==> config.mk <==
export PLATFORM = sky130hd
export DESIGN_NAME = ilie_cell
export DESIGN_NICKNAME = d
export VERILOG_FILES = /design/src/design/ilie_pkg.sv /design/src/design/ilie_cell.sv
export SDC_FILE = /design/constraint.sdc
export NUM_CORES = 1
export LEC_CHECK = 0
export ABC_AREA = 1
export BUFFER_PORTS_ARGS = -buffer_cell sky130_fd_sc_hd__buf_4
export CORE_ASPECT_RATIO = 0.6
export CORE_MARGIN = 2
export CORE_UTILIZATION = 40
export DETAILED_ROUTE_END_ITERATION = 7
export PLACE_DENSITY = 0.82
export SYNTH_ARGS = -nofsm -noshare
export SYNTH_HDL_FRONTEND = slang
export SYNTH_SLANG_ARGS = --single-unit
==> constraint.sdc <==
create_clock -name clk -period 3.4 [get_ports clk]
set_clock_uncertainty 0.2 [all_clocks]
set_input_delay 0.17 -clock clk [delete_from_list [all_inputs] [get_ports clk]]
set_output_delay 0.17 -clock clk [all_outputs]
set_load 0.005 [all_outputs]
==> src/design/ilie_pkg.sv <==
// Package for the indexed list block: sizes, command and status codes,
// cell control types shared by the cell row, the top level and the checker.
// No dependencies.
package ilie_pkg;

	localparam int DEPTH = 64;
	localparam int VAL_W = 32;
	localparam int POS_W = 7;
	localparam int CMD_W = 3;
	localparam int ST_W  = 2;
	localparam int CNT_W = $clog2(DEPTH + 1);
	localparam int CMP_W = (CNT_W > POS_W) ? CNT_W : POS_W;
	localparam int GRP   = 8;
	localparam int NGRP  = (DEPTH + GRP - 1) / GRP;

	localparam logic [CMD_W-1:0] CMD_PUSH   = 3'd0;
	localparam logic [CMD_W-1:0] CMD_POP    = 3'd1;
	localparam logic [CMD_W-1:0] CMD_INSERT = 3'd2;
	localparam logic [CMD_W-1:0] CMD_ERASE  = 3'd3;
	localparam logic [CMD_W-1:0] CMD_READ   = 3'd4;
	localparam logic [CMD_W-1:0] CMD_WRITE  = 3'd5;
	localparam logic [CMD_W-1:0] CMD_CLEAR  = 3'd6;

	localparam logic [ST_W-1:0] ST_OK    = 2'd0;
	localparam logic [ST_W-1:0] ST_FULL  = 2'd1;
	localparam logic [ST_W-1:0] ST_RANGE = 2'd2;
	localparam logic [ST_W-1:0] ST_EMPTY = 2'd3;

	localparam logic [POS_W-1:0] DEPTH_LOW = POS_W'(DEPTH);

	typedef enum logic [2:0] {
		OP_NONE   = 3'd0,
		OP_PUSH   = 3'd1,
		OP_INSERT = 3'd2,
		OP_ERASE  = 3'd3,
		OP_WRITE  = 3'd4
	} cell_op_t;

	// broadcast to every cell
	typedef struct packed {
		cell_op_t               op;
		logic [CMP_W-1:0]       pos;
		logic [CMP_W-1:0]       cnt;
		logic signed [VAL_W-1:0] val;
	} cell_ctl_t;

endpackage

==> src/design/ilie_cell.sv <==
// One storage cell of the list: holds one element, loads the new value,
// takes its lower or upper neighbor on insert and erase shifts.
// Depends on ilie_pkg.
module ilie_cell import ilie_pkg::*; (
	input  logic                    clk,
	input  cell_ctl_t               ctl,
	input  logic [CMP_W-1:0]        idx,
	input  logic signed [VAL_W-1:0] lo_data,
	input  logic signed [VAL_W-1:0] hi_data,
	output logic signed [VAL_W-1:0] data,
	output logic signed [VAL_W-1:0] rd_data
);

	logic signed [VAL_W-1:0] data_q;
	logic signed [VAL_W-1:0] data_nxt;

	always_comb begin
		data_nxt = data_q;
		case (ctl.op)
			OP_PUSH: begin
				if (idx == ctl.cnt) data_nxt = ctl.val;
			end
			OP_INSERT: begin
				if (idx == ctl.pos) data_nxt = ctl.val;
				else if (idx > ctl.pos) data_nxt = lo_data;
			end
			OP_ERASE: begin
				if (idx >= ctl.pos) data_nxt = hi_data;
			end
			OP_WRITE: begin
				if (idx == ctl.pos) data_nxt = ctl.val;
			end
			default: begin
				data_nxt = data_q;
			end
		endcase
	end

	always_ff @(posedge clk) begin
		data_q <= data_nxt;
	end

	assign data    = data_q;
	assign rd_data = (idx == ctl.pos) ? data_q : '0;

endmodule

==> metrics.txt, run 1 <==
DP Worst Slack approximately 1.0 ns; PwrDens around 290 mW/mm^2; # fillers 374; Area Overhead vs Synth 91.34%; Vias/cell approximately 4.7; Routed Antenna Nets 0; kind of critical path in -> reg; vias in the first global route between 2k and 3k; TNS Setup 0 ns; initial DRC count approximately 130; unrepaired setup endpoints after global routing no; GRT busiest layer met2; Synth Warn # 0; hold path startpoint hi_data[28]; port bufs about 180; status complete, no violations; Fin. Hold Viols 0; layout cells sized above 1 0.3794; P_leak roughly 2.3 nW; post-layout power roughly 0.0013 W; commonest non-fill, non-tap cell in the layout buf_4; DIE AREA 0.006346 sq mm; Hold Path End data[28]$_DFFE_PP_; Via Count 2,955; Die Span X between 100 and 150 microns; Distinct cells, synth 20; syn nets ~430; largest net degree at the start of global routing 65; met2 usage 0.4794; half-perimeter wire length after placement about 5400 microns; routability cong. roughly 0.8; first-pass GRT wire length 12,680 microns; root buffer cell clkbuf_8; clock buffer depth 2; GR Overflow Total 0; nature of the critical path startpoint primary input; hold crit path type in -> reg; most frequent cells in the layout buf_4 (187), nand2_1 (81), nand3_1 (66); post-synthesis cell area 0.002282 sq mm; clk slew on worst S/H paths roughly 0.070 ns; met3 usage 0.07047; Routed WL per cell between 10 and 15 microns; actual slew at the worst max-slew pin between 0.8 and 0.9 ns; Mapped Cells a little over 300; Mapped Avg Cell Area 7.458 sq um; worst endpoint required time around 3.4 ns; part of the cycle the worst path needs 0.7379; Fmax ~0.4 GHz; Core Footprint 0.005544 sq mm; nets@finish 670; post-route cell area 0.004367 sq mm; Min-Delay Path Depth 3; initial antenna violation count 0; # H-tree levels 2; Max VDD drop 0.1959 mV; Setup Buffers After CTS 0; slowest CP cell o21ai_4; crit end category register; number of CTS-inserted buffers 5; drc violations 0; CP arrival 2.45 ns; Slew Limit Fails 0; clock sinks 32; die height 62.51 microns; grt met1 use 0.2734; ANT cells 0; initial core utilization 0.4116; CTS tree built; CP max stage delay around 0.68 ns; max reg flops 32; Placed Instance Area between 0.003 and 0.004 sq mm; FF+latch count, synth 32; crit-path cells buf_4 > ha_1 > nand2_2 > nor2_4 > nand3_4 > o21ai_4 > nand2_1 > nand3_1 > dlygate4sd3_1; post-synthesis sequential area ratio 0.4211; Rows 21; # setup viols final 0; Global Route Usage Sum 0.2545; Max-slew headroom 0.4293; Worst Path Max Fanout 32; max-cap viol count 0; drt pass-1 iters 4; # IOs ~190; DRT Wirelength 8068 microns; final worst slack 0.8913 ns; post-layout minimum cycle time between 2 and 3 ns
==> cell families after synthesis <==
logic type                 synth area share
and+or+nand+nor                      0.3728
buffers and inverters                0.1255
DFF                                  0.4211
xor gates and xnor gates            0.03070
adders and majority gates           0.03838
AOI/OAI and AO/OA                   0.01152
==> timing repair <==
item                                   in CTS  in global routing
resized for setup                           0                  0
endpoints found under the hold margin      31                  0
hold buffers                               57                  0
setup endpoints to repair                   0                  0
==> cell type report <==
cell class	instances	area, sq um	area share
Timing Repair Buffer	245	1994	0.4567
Clock buffer	5	68.82	0.01576
Inverter	47	176.4	0.04040
Sequential cell	32	960.9	0.2201
Tap cell	80	100.1	0.02292
Multi-Input combinational cell	211	1042	0.2387
Clock inverter	3	23.77	0.005444
==> metrics by stage <==
stage                     hold slack [ns]    util  std cells
final                            0.007851  0.7876        623
after global routing             0.009462  0.7876        623
after CTS                        0.003946  0.7876        623
after detailed placement           0.2537  0.6680        558
after global placement             0.2520  0.6680        558
after floorplan                    0.1596       -        306
==> worst max path at each step <==
stage,to,start,slack [ns]
after global placement,data[22]$_DFFE_PP_,idx[6],1.10
after CTS,data[24]$_DFFE_PP_,idx[6],0.98
final,data[25]$_DFFE_PP_,idx[6],0.89
after detailed placement,data[22]$_DFFE_PP_,idx[6],1.04
after floorplan,data[0]$_DFFE_PP_,ctl[45],0.32
after global routing,data[25]$_DFFE_PP_,ctl[45],0.77
==> per-layer routing <==
layer / vias up / part of all wire
met5: - / 0
met4: 0 / 0.018
met3: 19 / 0.089
met2: 138 / 0.51
met1: 1356 / 0.38
li1: 1442 / -
==> synth_stat cells <==
| master | n | area share |
|---|---|---|
| a21oi_1 | 2 | 0.0044 |
| xnor2_1 | 6 | 0.023 |
| buf_4 | 3 | 0.0099 |
| nand3_1 | 66 | 0.14 |
| inv_1 | 45 | 0.074 |
| nor2_4 | 3 | 0.015 |
| nand2_1 | 81 | 0.13 |
| edfxtp_1 | 32 | 0.42 |
| nor2_1 | 39 | 0.064 |
| xor2_1 | 2 | 0.0077 |
| ha_1 | 7 | 0.038 |
| o21ai_4 | 1 | 0.0071 |
| buf_2 | 7 | 0.015 |
| nand2_2 | 1 | 0.0027 |
| nand3_4 | 1 | 0.0077 |
| nand4_1 | 1 | 0.0027 |
| buf_6 | 4 | 0.020 |
| inv_2 | 2 | 0.0033 |
| clkbuf_1 | 2 | 0.0033 |
| nor2_2 | 1 | 0.0027 |
==> power by group <==
group	leakage, nW	switching (W)	internal [W]	total (W)
Clock	0.0404	0.000149	0.000145	0.000294
Sequential	0.298	0.0000319	0.000506	0.000538
Combinational	1.92	0.000167	0.000261	0.000428
==> worst max-delay path, delay by kind of cell <==
| kind | cells | cell delay (ns) |
|---|---|---|
| adders and majority gates | 1 | 0.30 |
| AOI/OAI and AO/OA | 1 | 0.68 |
| and+or+nand+nor | 5 | 0.62 |
| buffers and inverters | 2 | 0.68 |
(Power assumes the default switching activity.)
==> run 2: changes to the inputs <==
Settings changed: CORE_UTILIZATION 40 to 36, PLACE_DENSITY 0.82 to 0.78.
Clock period 3.4 ns to 2.3 ns, I/O delays scaled along.
==> run 2 against run 1 <==
Against the previous run: sequential power increased by 48%; utilization decreased by 5.0 points; via count about the same; die area increased by 11%; highest routed layer unchanged; global-route usage decreased by 1.6 points; cell count increased by 2.4%; design area increased by 3.2%; wire length increased by 6.9%; combinational power increased by 55%; clock power increased by 81%; critical path depth unchanged; critical endpoint unchanged.
==> metrics.txt, run 2 (same netlist as run 1, synthesis figures left out) <==
initial core utilization 0.3735; number of CTS-inserted buffers 5; drt pass-1 iters 4; Core Footprint between 0.006 and 0.007 sq mm; Fin. Hold Viols 0; register area approximately 960 sq um; # setup viols final 0; clk slew on worst S/H paths approximately 0.07 ns; Die Span X approximately 110 microns; Worst Path Max Fanout 64; port bufs roughly 180; unrepaired setup endpoints after global routing no; met2 usage 0.4634; CTS tree built; P_sw 0.0005148 W; first-pass GRT wire length ~13,000 microns; area of the multi-input gates roughly 0.0010 sq mm; layout cells sized above 1 0.3791; GR Overflow Total 0; Min-Delay Path Depth 5; Rows 22; post-route cell area between 0.004 and 0.005 sq mm; grt met1 use 0.2568; worst endpoint required time ~2.1 ns; max-cap viol count 0; P_leak approximately 2.3 nW; Via Count 2,954; Placed Instance Area between 0.003 and 0.004 sq mm; ANT cells 0; PwrDens 441.6 mW/mm^2; initial antenna violation count 0; half-perimeter wire length after placement 5721 microns; # fillers ~460; DIE AREA between 0.007 and 0.008 sq mm; clock sinks 32; commonest non-fill, non-tap cell in the layout buf_4; GRT busiest layer met2; Worst Setup SP idx[6]; vias in the first global route between 2k and 3k; clock buffer depth 2; Max VDD drop roughly 0.26 mV; Max-slew headroom 0.6861; Logic pwr share 0.333; status complete, no violations; routability cong. roughly 0.74; DP Cell Count about 570; DRT Wirelength 8621 microns; kind of critical path in -> reg; Slew Limit Fails 0; met3 usage 0.07440; largest net degree at the start of global routing 65; Non-Filler Instances 638; root buffer cell clkbuf_8; # H-tree levels 2; most frequent cells in the layout buf_4 (189), nand2_1 (81), nand3_1 (66); CP endpoint data[25]$_DFFE_PP_; CP arrival 1.97 ns; initial DRC count ~140; drc violations 0; hold crit path type in -> reg; Fmax 0.4667 GHz; Routed Antenna Nets 0; part of the cycle the worst path needs 0.9315; switching share of power 0.2587; actual slew at the worst max-slew pin roughly 0.47 ns; nature of the critical path startpoint primary input; Pint between 0.001 and 0.0015 W; die height around 66 microns; Routed WL per cell 13.51 microns; # IOs about 190; TNS Setup 0 ns; Flop pwr share 0.400; crit end category register; post-layout minimum cycle time 2.143 ns; Area Overhead vs Synth 97.48%; Clk network pwr share 0.267; Global Route Usage Sum 0.2389; max reg flops 32; Vias/cell about 4.6; nets@finish 681
run 2: changes by cell type in the layout (fill, tap and decap cells not counted):
cell / change
dlygate4sd3_1: +7
buf_4: +2
buf_12: +1
buf_6: +1
bufinv_16: +1
clkinv_2: +1
clkinv_4: -1
clkinvlp_4: -1
run 2: stage by stage:
stage / power (W) / hold WS (ns) / util / setup slack (ns)
2_1_floorplan: 0.0009899 / 0.1046 / - / 0.1176
3_3_place_gp: 0.001333 / 0.1927 / 0.6126 / 0.2949
3_5_place_dp: 0.001348 / 0.1951 / 0.6126 / 0.2283
4_1_cts: 0.001991 / 0.3003 / 0.7357 / 0.07109
5_1_grt: 0.002100 / 0.3052 / 0.7375 / 0.07329
6_report: 0.001990 / 0.3046 / 0.7375 / 0.1575
run 2: power by group through the flow:
stage                     clock, W  sequential, W  combinational [W]
final                     0.000531       0.000796           0.000663
after global routing      0.000572       0.000806           0.000723
after CTS                 0.000543       0.000796           0.000653
after detailed placement         0       0.000807           0.000541
after global placement           0       0.000804           0.000529
after floorplan                  0       0.000807           0.000182
run 2: worst min path at each step:
stage / slack [ns] / from / endpoint
floorplan: 0.10 / ctl[0] / data[0]$_DFFE_PP_
global placement: 0.19 / ctl[28] / data[28]$_DFFE_PP_
global route: 0.31 / ctl[48] / data[30]$_DFFE_PP_
detailed placement: 0.20 / ctl[28] / data[28]$_DFFE_PP_
finish: 0.30 / ctl[48] / data[30]$_DFFE_PP_
CTS: 0.30 / ctl[48] / data[30]$_DFFE_PP_
run 2: critical path, cell delays in order:
cell and delay [ns]:
buf_4 0.12, ha_1 0.30, nand2_2 0.09, nor2_4 0.14, nand3_4 0.11, buf_6 0.26
nand3_1 0.13, nand3_1 0.09, dlygate4sd3_1 0.56
run 2: layout make-up:
type                            count  share of cell area
Timing Repair Buffer              256              0.4684
Clock buffer                        5             0.01527
Inverter                           47             0.03914
Tap cell                           84             0.02332
Multi-Input combinational cell    211              0.2313
Clock inverter                      3            0.009439
Sequential cell                    32              0.2132
run 2: per-layer routing:
layer  vias to the layer above  part of all wire
li1                       1463                 -
met1                      1359              0.39
met2                       122              0.51
met3                        10             0.088
met4                         0             0.011
met5                         -                 0
run 2: timing repair:
action,CTS,global route
setup buffers,0,1
endpoints found under the setup margin,0,31
hold endpoints to repair,32,0
gates resized for setup,0,1
hold buffers,64,0
